**config.mk**
```make
export PLATFORM = sky130hd
export DESIGN_NAME = long_press_reset_classifier
export DESIGN_NICKNAME = d
export VERILOG_FILES = /design/src/rtl/lprc_pkg.sv /design/src/rtl/lprc_cfg.sv /design/src/rtl/lprc_step.sv /design/src/rtl/long_press_reset_classifier.sv
export SDC_FILE = /design/constraint.sdc
export NUM_CORES = 1
export LEC_CHECK = 0
export BUFFER_PORTS_ARGS = -buffer_cell sky130_fd_sc_hd__buf_2
export CORE_MARGIN = 10
export CORE_UTILIZATION = 50
export DETAILED_ROUTE_END_ITERATION = 8
export HOLD_SLACK_MARGIN = 0.03
export PLACE_DENSITY = 0.67
export SYNTH_ARGS = -nofsm -noshare
export SYNTH_HDL_FRONTEND = slang
export SYNTH_SLANG_ARGS = --single-unit
export TNS_END_PERCENT = 20
```
**constraint.sdc**
```tcl
create_clock -name clk -period 26.5 [get_ports clk]
set_input_delay 5.3 -clock clk [delete_from_list [all_inputs] [get_ports clk]]
set_output_delay 5.3 -clock clk [all_outputs]
set_load 0.02 [all_outputs]
```
**src/rtl/lprc_pkg.sv**
```systemverilog
// Shared types, register indexes, reset values and the seconds-left helper
// for the long-press reset classifier. No dependencies.
`timescale 1ns / 1ps
`default_nettype none

package lprc_pkg;

    localparam int HELD_W  = 16;
    localparam int DEB_W   = 10;
    localparam int POLL_W  = 10;
    localparam int SECS_W  = 7;
    localparam int CFG_IDX_W  = 2;
    localparam int CFG_DATA_W = 16;

    // Register indexes on the configuration channel
    localparam logic [CFG_IDX_W-1:0] REG_DEBOUNCE = 2'd0;
    localparam logic [CFG_IDX_W-1:0] REG_POLL     = 2'd1;
    localparam logic [CFG_IDX_W-1:0] REG_ARM      = 2'd2;
    localparam logic [CFG_IDX_W-1:0] REG_HOLD     = 2'd3;

    localparam logic [DEB_W-1:0]  DEBOUNCE_RST = 10'd20;
    localparam logic [POLL_W-1:0] POLL_RST     = 10'd100;
    localparam logic [HELD_W-1:0] ARM_RST      = 16'd2000;
    localparam logic [HELD_W-1:0] HOLD_RST     = 16'd10000;

    // Reciprocal of 1000 scaled by 2^27, exact for dividends below 2^17
    localparam int RECIP_SHIFT = 27;
    localparam logic [17:0] RECIP_1000 = 18'd134218;
    localparam logic [16:0] ROUND_UP   = 17'd999;

    typedef enum logic [1:0] {
        PHASE_IDLE    = 2'd0,
        PHASE_HOLDING = 2'd1,
        PHASE_SPENT   = 2'd2
    } phase_t;

    typedef struct packed {
        logic [DEB_W-1:0]  debounce_ms;
        logic [POLL_W-1:0] poll_period_ms;
        logic [HELD_W-1:0] arm_ms;
        logic [HELD_W-1:0] reset_hold_ms;
    } cfg_t;

    typedef struct packed {
        phase_t            phase;
        logic [HELD_W-1:0] held_time;
        logic              countdown_seen;
    } state_t;

    typedef struct packed {
        logic              countdown_valid;
        logic [SECS_W-1:0] countdown_seconds;
        logic              wake_request;
        logic              abort_prompt;
        logic              reset_request;
    } result_t;

    // ceil((hold - held) / 1000), zero once held has reached hold
    function automatic logic [SECS_W-1:0] seconds_left(
        input logic [HELD_W-1:0] held,
        input logic [HELD_W-1:0] hold
    );
        logic [16:0] diff;
        logic [34:0] prod;
        logic [SECS_W-1:0] secs;
        diff = {1'b0, hold} - {1'b0, held} + ROUND_UP;
        prod = {18'd0, diff} * {17'd0, RECIP_1000};
        secs = prod[RECIP_SHIFT +: SECS_W];
        if (held >= hold)
        begin
            secs = '0;
        end
        return secs;
    endfunction

endpackage

`default_nettype wire

```
**src/rtl/lprc_cfg.sv**
```systemverilog
// Configuration register bank for the long-press reset classifier.
// Depends on lprc_pkg for the register indexes, reset values and cfg_t.
`timescale 1ns / 1ps
`default_nettype none

module lprc_cfg (
    input  wire logic                             clk,
    input  wire logic                             rst_n,
    input  wire logic                             cfg_valid,
    output logic                                  cfg_ready,
    input  wire logic [lprc_pkg::CFG_IDX_W-1:0]   cfg_index,
    input  wire logic [lprc_pkg::CFG_DATA_W-1:0]  cfg_data,
    output lprc_pkg::cfg_t                        cfg
);

    lprc_pkg::cfg_t cfg_reg;

    assign cfg_ready = 1'b1;
    assign cfg       = cfg_reg;

    always_ff @(posedge clk or negedge rst_n)
    begin
        if (!rst_n)
        begin
            cfg_reg.debounce_ms    <= lprc_pkg::DEBOUNCE_RST;
            cfg_reg.poll_period_ms <= lprc_pkg::POLL_RST;
            cfg_reg.arm_ms         <= lprc_pkg::ARM_RST;
            cfg_reg.reset_hold_ms  <= lprc_pkg::HOLD_RST;
        end
        else if (cfg_valid)
        begin
            unique case (cfg_index)
                lprc_pkg::REG_DEBOUNCE:
                    cfg_reg.debounce_ms <= cfg_data[lprc_pkg::DEB_W-1:0];
                lprc_pkg::REG_POLL:
                    cfg_reg.poll_period_ms <= cfg_data[lprc_pkg::POLL_W-1:0];
                lprc_pkg::REG_ARM:
                    cfg_reg.arm_ms <= cfg_data;
                lprc_pkg::REG_HOLD:
                    cfg_reg.reset_hold_ms <= cfg_data;
                default:
                    cfg_reg <= cfg_reg;
            endcase
        end
    end

endmodule

`default_nettype wire

```
**src/rtl/lprc_step.sv**
```systemverilog
// Per-sample decision logic: next hold state and result word from one sample.
// Depends on lprc_pkg for phase_t, cfg_t, state_t, result_t and seconds_left.
`timescale 1ns / 1ps
`default_nettype none

module lprc_step (
    input  wire logic            pressed,
    input  lprc_pkg::state_t     state,
    input  lprc_pkg::cfg_t       cfg,
    output lprc_pkg::state_t     state_next,
    output lprc_pkg::result_t    result
);

    logic [lprc_pkg::HELD_W:0] sum;

    always_comb
    begin
        sum = {1'b0, state.held_time}
            + {{(lprc_pkg::HELD_W + 1 - lprc_pkg::POLL_W){1'b0}}, cfg.poll_period_ms};
        state_next = state;
        result     = '0;

        unique case (state.phase)
            lprc_pkg::PHASE_IDLE:
            begin
                if (pressed)
                begin
                    state_next.phase     = lprc_pkg::PHASE_HOLDING;
                    state_next.held_time = {{(lprc_pkg::HELD_W - lprc_pkg::DEB_W){1'b0}},
                                            cfg.debounce_ms};
                    state_next.countdown_seen = 1'b0;
                end
            end
            lprc_pkg::PHASE_HOLDING:
            begin
                if (pressed)
                begin
                    // saturate the elapsed time
                    state_next.held_time = sum[lprc_pkg::HELD_W] ? '1
                                                                 : sum[lprc_pkg::HELD_W-1:0];
                end
                else
                begin
                    result.abort_prompt = state.countdown_seen;
                    result.wake_request = !state.countdown_seen;
                    state_next.phase          = lprc_pkg::PHASE_IDLE;
                    state_next.held_time      = '0;
                    state_next.countdown_seen = 1'b0;
                end
            end
            default:
            begin
                // spent: hold until reset
                state_next = state;
            end
        endcase

        if (state_next.phase == lprc_pkg::PHASE_HOLDING && pressed)
        begin
            if (state_next.held_time >= cfg.arm_ms)
            begin
                result.countdown_valid   = 1'b1;
                result.countdown_seconds = lprc_pkg::seconds_left(state_next.held_time,
                                                                  cfg.reset_hold_ms);
                state_next.countdown_seen = 1'b1;
            end
            if (state_next.held_time >= cfg.reset_hold_ms)
            begin
                result.reset_request = 1'b1;
                state_next.phase     = lprc_pkg::PHASE_SPENT;
            end
        end
    end

endmodule

`default_nettype wire

```
**src/rtl/long_press_reset_classifier.sv**
```systemverilog
// Top level of the long-press reset classifier: sample register, hold state,
// result register. Depends on lprc_pkg, lprc_cfg and lprc_step.
//
// Usage: each word on the input channel (in_valid/in_ready, button_pressed)
// is one poll-tick sample of the button. Every sample yields exactly one
// result word on the output channel (out_valid/out_ready) carrying
// countdown_valid, countdown_seconds, wake_request, abort_prompt and
// reset_request. Configuration words (cfg_valid/cfg_ready, cfg_index,
// cfg_data) are taken in any cycle; write them only while no sample is in
// flight.
// A sample accepted into the sample register is presented as a result once it
// moves on into the result register. Throughput: one sample per cycle while
// out_ready is high; the per-sample add, compares and multiply by the reciprocal
// of 1000 fit between the sample register and the result register.
// Stall: when out_ready is low the result holds, the sample register holds
// behind it, and in_ready drops only once both are full.
// Reset: the registers return to debounce 20, poll 100, arm 2000 and hold
// 10000 ms, the block returns to idle and both stages empty. A block that
// has raised reset_request stays spent until the next reset.
`timescale 1ns / 1ps
`default_nettype none

module long_press_reset_classifier (
    input  wire logic                             clk,
    input  wire logic                             rst_n,
    input  wire logic                             in_valid,
    output logic                                  in_ready,
    input  wire logic                             button_pressed,
    output logic                                  out_valid,
    input  wire logic                             out_ready,
    output logic                                  countdown_valid,
    output logic [lprc_pkg::SECS_W-1:0]           countdown_seconds,
    output logic                                  wake_request,
    output logic                                  abort_prompt,
    output logic                                  reset_request,
    input  wire logic                             cfg_valid,
    output logic                                  cfg_ready,
    input  wire logic [lprc_pkg::CFG_IDX_W-1:0]   cfg_index,
    input  wire logic [lprc_pkg::CFG_DATA_W-1:0]  cfg_data
);

    lprc_pkg::cfg_t    cfg;
    lprc_pkg::state_t  state_reg;
    lprc_pkg::state_t  state_next;
    lprc_pkg::result_t result_next;
    lprc_pkg::result_t result_reg;
    logic              sample_valid_reg;
    logic              sample_reg;
    logic              out_valid_reg;
    logic              advance;

    // move the sample on whenever the result register is free or draining
    assign advance  = !out_valid_reg || out_ready;
    assign in_ready = !sample_valid_reg || advance;

    lprc_cfg u_cfg (
        .clk       (clk),
        .rst_n     (rst_n),
        .cfg_valid (cfg_valid),
        .cfg_ready (cfg_ready),
        .cfg_index (cfg_index),
        .cfg_data  (cfg_data),
        .cfg       (cfg)
    );

    lprc_step u_step (
        .pressed    (sample_reg),
        .state      (state_reg),
        .cfg        (cfg),
        .state_next (state_next),
        .result     (result_next)
    );

    always_ff @(posedge clk or negedge rst_n)
    begin
        if (!rst_n)
        begin
            sample_valid_reg <= 1'b0;
            out_valid_reg    <= 1'b0;
            state_reg.phase          <= lprc_pkg::PHASE_IDLE;
            state_reg.held_time      <= '0;
            state_reg.countdown_seen <= 1'b0;
        end
        else
        begin
            if (in_ready)
            begin
                sample_valid_reg <= in_valid;
            end
            if (advance)
            begin
                out_valid_reg <= sample_valid_reg;
                if (sample_valid_reg)
                begin
                    state_reg <= state_next;
                end
            end
        end
    end

    always_ff @(posedge clk)
    begin
        if (in_ready && in_valid)
        begin
            sample_reg <= button_pressed;
        end
        if (advance && sample_valid_reg)
        begin
            result_reg <= result_next;
        end
    end

    assign out_valid         = out_valid_reg;
    assign countdown_valid   = result_reg.countdown_valid;
    assign countdown_seconds = result_reg.countdown_seconds;
    assign wake_request      = result_reg.wake_request;
    assign abort_prompt      = result_reg.abort_prompt;
    assign reset_request     = result_reg.reset_request;

endmodule

`default_nettype wire
```
==> metrics <==
outcome completed; die area around 25000 um2; drt first-iter violations between 300 and 400; HPWL Detailed between 15 and 20 mm; Fillers approximately 1600; Remaining DRCs 0; port bufs 36; Final ANT Viol Nets 0; routed len/inst about 16 um; Placer Congestion between 0.8 and 0.9; io pins 38; Gate Count Post-Synth approximately 960; Post-synth EDFFs 12; multi-input logic area around 6500 um2; yosys warns 0; critical path peak fanout 3; n_diodes 0; Worst setup EP type primary output; Post-CTS Setup Bufs 0; DR vias/cell 5.42; Post-Route WL roughly 19 mm; post_cts resized 0; maximum clock insertion buffer count 2; clk sinks 85; RSZ-0062 raised after global routing false; headroom to the max-slew limit 0.252; FF-to-FF End countdown_seconds[5]; Netlist cell types 66; Hold Crit Start u_cfg.cfg[47]; first-pass GRT wire length between 30 and 40 mm; Setup violations, final 0; DR pass1 iterations 5; worst setup margin around 15 ns; worst reg2reg path depth 35; Post-Syn Area per Cell slightly below 10 um2; Final period util 0.417; register area approximately 2200 um2; chip height roughly 160 um; max FFs per register between 50 and 60; pin count of the biggest net entering global routing 74; worst skew pair latency 0.35 ns; Cell Rows roughly 50; Remaining Overflow, GRT 0; hold depth 1; core area ~18000 um2; Setup crit start kind primary input; Post-Syn Area 9340 um2; Data required, critical path 21.20 ns; DR vias 6708; GRT Total Usage 0.164; R2R setup slack 16.49 ns; register bit total from synthesis 85; fraction of layout cells with a size suffix above 1 0.137; initial antenna violation count 0; Setup TNS Final 0 ns; Clock Pin Slew Worst Setup and Hold Paths 0.06 ns; hold buffer count at CTS 0; Hold Crit Endpoint u_cfg.cfg[47]; max_cap viols 0; Mapped Nets 1236; async set-or-reset flop fraction in the synthesized netlist 0.859; post-layout min period about 11 ns; Slew Viols, Final 0; worst hold path type register to register; vias in the first global route 6531; Initial Util 0.515; Area growth syn-to-layout 8.34%; arrival time worst endpoint 5.74 ns; CTS tree built; CTS buffer count 9; die width ~160 um; Final Hold Violating Endpoints 0; Root Buffer clkbuf_16; pre-CTS setup slack ~15 ns; sequential area share after synthesis 0.236; kind of critical path primary input to primary output; Fmax achieved roughly 0.091 GHz; nets 1275; Worst Skew just under 0.009 ns; H-Tree Depth 3; top_reg_cell synth dfrtp_1; actual slew at the worst max-slew pin approximately 1.1 ns; FF-to-FF Start state_reg[1]
-- placed cells by master (no fill, tap or decap), types with 17 or more instances in the layout --
cell type / netlist / routed
nand2_1: 63 / 63
mux2_2: 52 / 52
a21oi_1: 45 / 45
inv_1: 164 / 164
dfrtp_1: 57 / 57
o21ai_0: 33 / 33
ha_1: 203 / 203
a21o_1: 23 / 23
xnor2_1: 17 / 17
nor3_1: 18 / 18
nor2_1: 37 / 37
fa_1: 45 / 45
buf_2: 1 / 36
-- Yosys cell counts (4+ instances only) --
cell	count	area share
o211ai_1	4	0.0032
nand3_1	16	0.0086
a21o_1	23	0.018
a211oi_1	11	0.0088
nand2b_1	9	0.0060
ha_1	203	0.27
nor2b_1	6	0.0040
a22oi_1	6	0.0048
a22o_1	4	0.0037
fa_1	45	0.096
xor2_1	14	0.013
dfrtp_1	57	0.15
a21oi_1	45	0.024
o21ai_0	33	0.018
o21bai_1	5	0.0040
a31oi_1	7	0.0047
and4_1	5	0.0047
nand4_1	6	0.0040
inv_1	164	0.066
edfxtp_1	12	0.039
o31ai_1	5	0.0040
dfstp_2	16	0.045
nor2_1	37	0.015
or3_1	4	0.0027
clkbuf_1	12	0.0048
nor3_1	18	0.0096
mux2_2	52	0.063
nand2_1	63	0.025
xnor2_1	17	0.016
and2_1	8	0.0054
o221ai_1	4	0.0037
o21ai_1	5	0.0027
nand3b_1	4	0.0032
-- worst max-delay path by stage --
stage               startpoint        to  slack, ns  cells after the start
floorplan            out_ready  in_ready      15.62                      1
global placement     out_ready  in_ready      15.46                      3
detailed placement   out_ready  in_ready      15.45                      3
CTS                  out_ready  in_ready      15.45                      3
global route         out_ready  in_ready      15.43                      3
finish               out_ready  in_ready      15.46                      3
-- layout make-up --
class | instances | area share
clock buffers | 9 | 0.0223
clock inverters | 7 | 0.00952
inverters | 164 | 0.0608
multi-input cells | 700 | 0.638
flip-flops and latches | 85 | 0.218
well taps | 229 | 0.0283
repair buffers | 43 | 0.0230
-- per-layer routing --
layer / up-vias / routed length [um] / GRT usage
met5: - / 0 / 0
met4: 0 / 241 / 0.0378
met3: 16 / 656 / 0.0260
met2: 105 / 8750 / 0.254
met1: 3179 / 9780 / 0.234
li1: 3408 / - / -
-- worst max-delay path, stage by stage --
cell and delay, ns:
buf_2 0.10, nand3b_1 0.17, buf_2 0.18
-- cells by family after synthesis --
| family | count (synthesis) | share of synthesized area |
|---|---|---|
| adders and majority gates | 248 | 0.368 |
| other | 1 | 0.000401 |
| and+or+nand+nor | 192 | 0.102 |
| xor gates and xnor gates | 33 | 0.0325 |
| DFF | 85 | 0.236 |
| muxes | 53 | 0.0638 |
| buffers and inverters | 179 | 0.0725 |
| AOI/OAI and AO/OA | 173 | 0.124 |
-- stage by stage --
stage | instance area, um2 | cells | hold slack, ns | util
after floorplan | 9340 | 964 | 0.457 | -
after global placement | 9800 | 1221 | 0.486 | 0.540
after detailed placement | 9800 | 1221 | 0.490 | 0.540
after CTS | 10100 | 1237 | 0.505 | 0.558
after global routing | 10100 | 1237 | 0.522 | 0.558
final | 10100 | 1237 | 0.501 | 0.558
Power is not shown: default switching activity piles up to over one toggle a cycle in this logic, so the estimate is an artifact.
